==> src/design/aaw_pkg.sv <==
// Shared constants and types of the anti-replay window block.
// No dependencies; imported by every design module.
package aaw_pkg;

    localparam int NUM_SOURCES_DEF = 256;
    localparam int WINDOW_BITS_DEF = 64;

    localparam int SRC_W      = 8;
    localparam int SEQ_W      = 32;
    localparam int ARR_W      = 48;
    localparam int AVG_W      = 56;
    localparam int WMSG_W     = 7;
    localparam int CFG_IDX_W  = 1;
    localparam int CFG_DATA_W = 32;
    localparam int DIV_NUM_W  = 64;

    localparam logic [CFG_IDX_W-1:0] CFG_ENABLE = 1'd0;
    localparam logic [CFG_IDX_W-1:0] CFG_WINDOW = 1'd1;

    localparam logic              EN_RESET  = 1'b1;
    localparam logic [SEQ_W-1:0]  WT_RESET  = 32'd1000000;
    localparam logic [AVG_W-1:0]  AVG_RESET = 56'd256000000;
    localparam logic [AVG_W-1:0]  AVG_DIV   = 56'd10;

    typedef enum logic {
        DIV_AVG = 1'b0,
        DIV_WIN = 1'b1
    } t_div_sel;

    typedef struct packed {
        logic     load;
        logic     mod_sub;
        logic     rd;
        logic     eval;
        logic     div_start;
        t_div_sel div_sel;
        logic     avg_take;
        logic     win_take;
        logic     seq_wr;
        logic     out_load;
    } t_dp_cmd;

    typedef struct packed {
        logic src_ge;
        logic enable;
        logic upd_avg;
        logic div_done;
        logic out_free;
    } t_dp_sts;

endpackage

==> src/design/aaw_controller.sv <==
// Sequencer of the anti-replay window block: steps one item through the datapath.
// Depends on aaw_pkg.
module aaw_controller (
    input  logic             i_clk,
    input  logic             i_rst_n,
    input  logic             i_in_valid,
    output logic             o_in_stall,
    input  aaw_pkg::t_dp_sts i_sts,
    output aaw_pkg::t_dp_cmd o_cmd
);
    import aaw_pkg::*;

    typedef enum logic [3:0] {
        S_IDLE, S_MOD, S_READ, S_EVAL, S_AVG, S_WSTART, S_WIN, S_SEQ, S_DONE
    } t_state;

    t_state r_state, n_state;

    always_comb begin
        n_state = r_state;
        o_cmd   = '0;
        unique case (r_state)
            S_IDLE: begin
                if (i_in_valid) begin
                    o_cmd.load = 1'b1;
                    n_state    = S_MOD;
                end
            end
            S_MOD: begin
                if (i_sts.src_ge) o_cmd.mod_sub = 1'b1;
                else n_state = S_READ;
            end
            S_READ: begin
                o_cmd.rd = 1'b1;
                n_state  = S_EVAL;
            end
            S_EVAL: begin
                o_cmd.eval = 1'b1;
                if (!i_sts.enable) begin
                    n_state = S_DONE;
                end else if (i_sts.upd_avg) begin
                    o_cmd.div_start = 1'b1;
                    o_cmd.div_sel   = DIV_AVG;
                    n_state         = S_AVG;
                end else begin
                    n_state = S_WSTART;
                end
            end
            S_AVG: begin
                if (i_sts.div_done) begin
                    o_cmd.avg_take = 1'b1;
                    n_state        = S_WSTART;
                end
            end
            S_WSTART: begin
                o_cmd.div_start = 1'b1;
                o_cmd.div_sel   = DIV_WIN;
                n_state         = S_WIN;
            end
            S_WIN: begin
                o_cmd.div_sel = DIV_WIN;
                if (i_sts.div_done) begin
                    o_cmd.win_take = 1'b1;
                    n_state        = S_SEQ;
                end
            end
            S_SEQ: begin
                o_cmd.seq_wr = 1'b1;
                n_state      = S_DONE;
            end
            S_DONE: begin
                if (i_sts.out_free) begin
                    o_cmd.out_load = 1'b1;
                    n_state        = S_IDLE;
                end
            end
            default: n_state = S_IDLE;
        endcase
    end

    always_ff @(posedge i_clk) begin
        if (!i_rst_n) begin
            r_state <= S_IDLE;
        end else begin
            r_state <= n_state;
        end
    end

    assign o_in_stall = (r_state != S_IDLE);

endmodule

==> config.mk <==
export PLATFORM = sky130hd
export DESIGN_NAME = aaw_controller
export DESIGN_NICKNAME = d
export VERILOG_FILES = /design/src/design/aaw_pkg.sv /design/src/design/aaw_controller.sv
export SDC_FILE = /design/constraint.sdc
export NUM_CORES = 1
export LEC_CHECK = 0
export ABC_CLOCK_PERIOD_IN_PS = 1100
export BUFFER_PORTS_ARGS = -buffer_cell sky130_fd_sc_hd__buf_2
export CAP_MARGIN = 20
export CORE_MARGIN = 2
export CORE_UTILIZATION = 26
export DETAILED_ROUTE_END_ITERATION = 12
export PLACE_DENSITY = 0.63
export SKIP_CTS_REPAIR_TIMING = 1
export SLEW_MARGIN = 20
export SYNTH_ARGS = -nofsm -noshare
export SYNTH_HDL_FRONTEND = slang
export SYNTH_SLANG_ARGS = --single-unit
==> constraint.sdc <==
create_clock -name i_clk -period 1.1 [get_ports i_clk]
set_input_delay 0.11 -clock i_clk [delete_from_list [all_inputs] [get_ports i_clk]]
set_output_delay 0.11 -clock i_clk [all_outputs]
set_load 0.01 [all_outputs]
==> impl_results.md <==
- FFs w/ async S/R, synth: 0%
- Finished layout cell area: roughly 580 sq um
- Hold Crit Class: in2reg
- Max frequency: a little under 800 MHz
- VDD IR max: 0.492 mV
- Post-Syn Nets: 52
- Total core area: around 1300 sq um
- Initial antenna violation count: 0
- Crit path max fanout: 7
- DP Wirelength: 650 um
- Leakage Power: 0.293 nW
- Kind of critical path: reg2out
- Global-route wire length before repair: approximately 1200 um
- Die X: roughly 40 um
- CTS buffer count: 3
- Rows: 13
- Worst path arrival time: 1.17 ns
- Biggest register: r_state
- Tcrit/Tclk final: 116%
- Layout cells sized above 1: 65.7%
- Die height: 40.2 um
- Pre-CTS setup slack: -0.0378 ns
- PD cells: 918 nW/um^2
- Largest net degree at the start of global routing: 11
- CP endpoint kind: primary output
- Max-cap viol count: 0
- PortBufs: 18
- Fin. Hold Viols: 0
- Yosys reg bits: 4
- Most frequent cell after synthesis: nor2_1
- Sequential share of the synthesized area: 23.5%
- Ys flop type: dfxtp_1
- Wire length per cell: 10.4 um
- H-Tree Depth: 1
- Most frequent cells after synthesis: 5 x nor2_1, 4 x dfxtp_1, 3 x inv_1, 3 x nor3_1
- Max FFs per register: 4
- Routed Antenna Nets: 0
- Power Total: approximately 0.53 mW
- Final min period: 1.28 ns
- Avg Cell Area, Syn: between 7 and 8 sq um
- # DRC: 0
- Full die area: 1610 sq um
- Layout Nets: 80
- Warnings from Yosys: 0
- CTS clock-pin slew for the worst setup and hold paths: 0.04 ns
- Slew Viols, Final: 0
- Share of the synthesized area in the top cell type: 23.5%
- Total wire length: 884 um
- Root Buffer: clkbuf_4
- Unique masters post-synth: 25
- Worst slew pin tran: just under 0.2 ns
- Layout Skew: about 0.0063 ns
- Netlist Area Pre-Place: between 300 and 400 sq um
- Clk_lat worst skew: 0.25 ns
- Final Non-Filler Cells: 85
- CTS tree: yes
- Biggest regs: r_state x4
- Synth Instances: 44
- Placed instance area: 475 sq um
- Synth area leader: dfxtp_1
- DR vias/cell: ~4.7
- Initial Utilization: 26.8%
- Setup ws final: -0.181 ns
- Violated checks: negative setup slack
- TritonCTS Sinks: 4
- Drt pass-1 iters: 3
- DRT iter0 DRCs: 5
- Status: finished with violations
- Hold Path Stages: 2
- IO Pins: 19
- CP Launch Type: register
- Fillers: 134
- Maximum root-to-sink buffer count: 2
- Vias: 402
- Ranking of synthesized cells by area: dfxtp_1 24%, and4bb_2 7.4%, nor2_1 5.5%
- RSZ-0062 raised after global routing: yes
- Gpl congestion: between 0.7 and 0.8
- Area grow syn2layout: 69.1%
- GRT Resource Usage Total: 11.7%
- Placed cells: 80
- Reg2Reg Depth: 4
- Antenna diodes: 0
- Number of global-route vias before repair: 302
- Final setup fails: 12
- Post-synth EDFFs: 0
- Critical path required time: 0.99 ns
- Rel. slew slack: 86.9%
- Setup Total Neg Slack: -1.36 ns
- Grt ovf: 0
-- layout make-up --
cell class	instances	area, sq um	area share, %
clock buffer	3	22.5	3.91
inverter	3	11.3	1.96
multi-input combinational	34	259	45.0
sequential	4	90.1	15.7
tap	15	18.8	3.26
timing repair buffer	26	174	30.2
-- critical path, cell delays in order, from the launching register on --
cell and delay (ns):
dfxtp_4 0.37, or2b_1 0.28, nor3_1 0.13, buf_2 0.15
-- report_power, final --
part | leakage, nW | total (mW) | internal (mW) | switching [mW]
Sequential | 0.0349 | 0.171 | 0.154 | 0.0171
Clock | 0.0138 | 0.191 | 0.123 | 0.0685
Combinational | 0.245 | 0.166 | 0.0958 | 0.0707
-- per-stage QoR --
step	hold slack, ns	util (%)
6_report	0.0889	45.4
5_1_grt	0.0773	45.4
4_1_cts	0.0874	39.3
3_5_place_dp	0.337	37.5
3_3_place_gp	0.334	37.5
2_1_floorplan	0.227	-
-- path summary, 6_finish.rpt --
check | from | endpoint | slack, ns
setup / recovery | r_state[1] | o_cmd[7] | -0.18
hold / removal | i_rst_n | r_state[3] | 0.09
setup reg to reg | r_state[2] | r_state[0] | 0
hold reg to reg | r_state[2] | r_state[2] | 0.57
-- metal layers --
| layer | routed length [um] | vias up | global-route usage [%] |
|---|---|---|---|
| met5 | 0 | - | 0 |
| met4 | 0 | 0 | 2.50 |
| met3 | 88 | 0 | 10.6 |
| met2 | 398 | 14 | 19.0 |
| met1 | 398 | 180 | 11.0 |
| li1 | - | 208 | - |
-- cell families after synthesis --
logic type	share of synthesized area, %
compound gates	15.4
buf+inv	8.82
mux	2.94
flops	23.5
simple gates	49.3
-- layout by cell type (no fill, tap or decap) --
cell,count
buf_2,16
nor2_1,5
buf_6,5
buf_4,5
clkbuf_4,3
nor3_1,2
and2b_2,2
inv_1,2
nand2b_1,2
a21oi_1,2
nand3b_1,2
and4bb_2,2
dfxtp_2,2
dfxtp_4,2
nand2_2,1
nor3_2,1
or2b_1,1
nor2_4,1
nor2_2,1
nand2_1,1
nor2b_4,1
a31oi_1,1
nor3b_1,1
and4b_1,1
nand3_2,1
inv_2,1
and3_4,1
o21ai_0,1
a22o_1,1
a311oi_2,1
mux2i_1,1
o21a_1,1
Note: power is estimated with default switching activity, not from simulation.
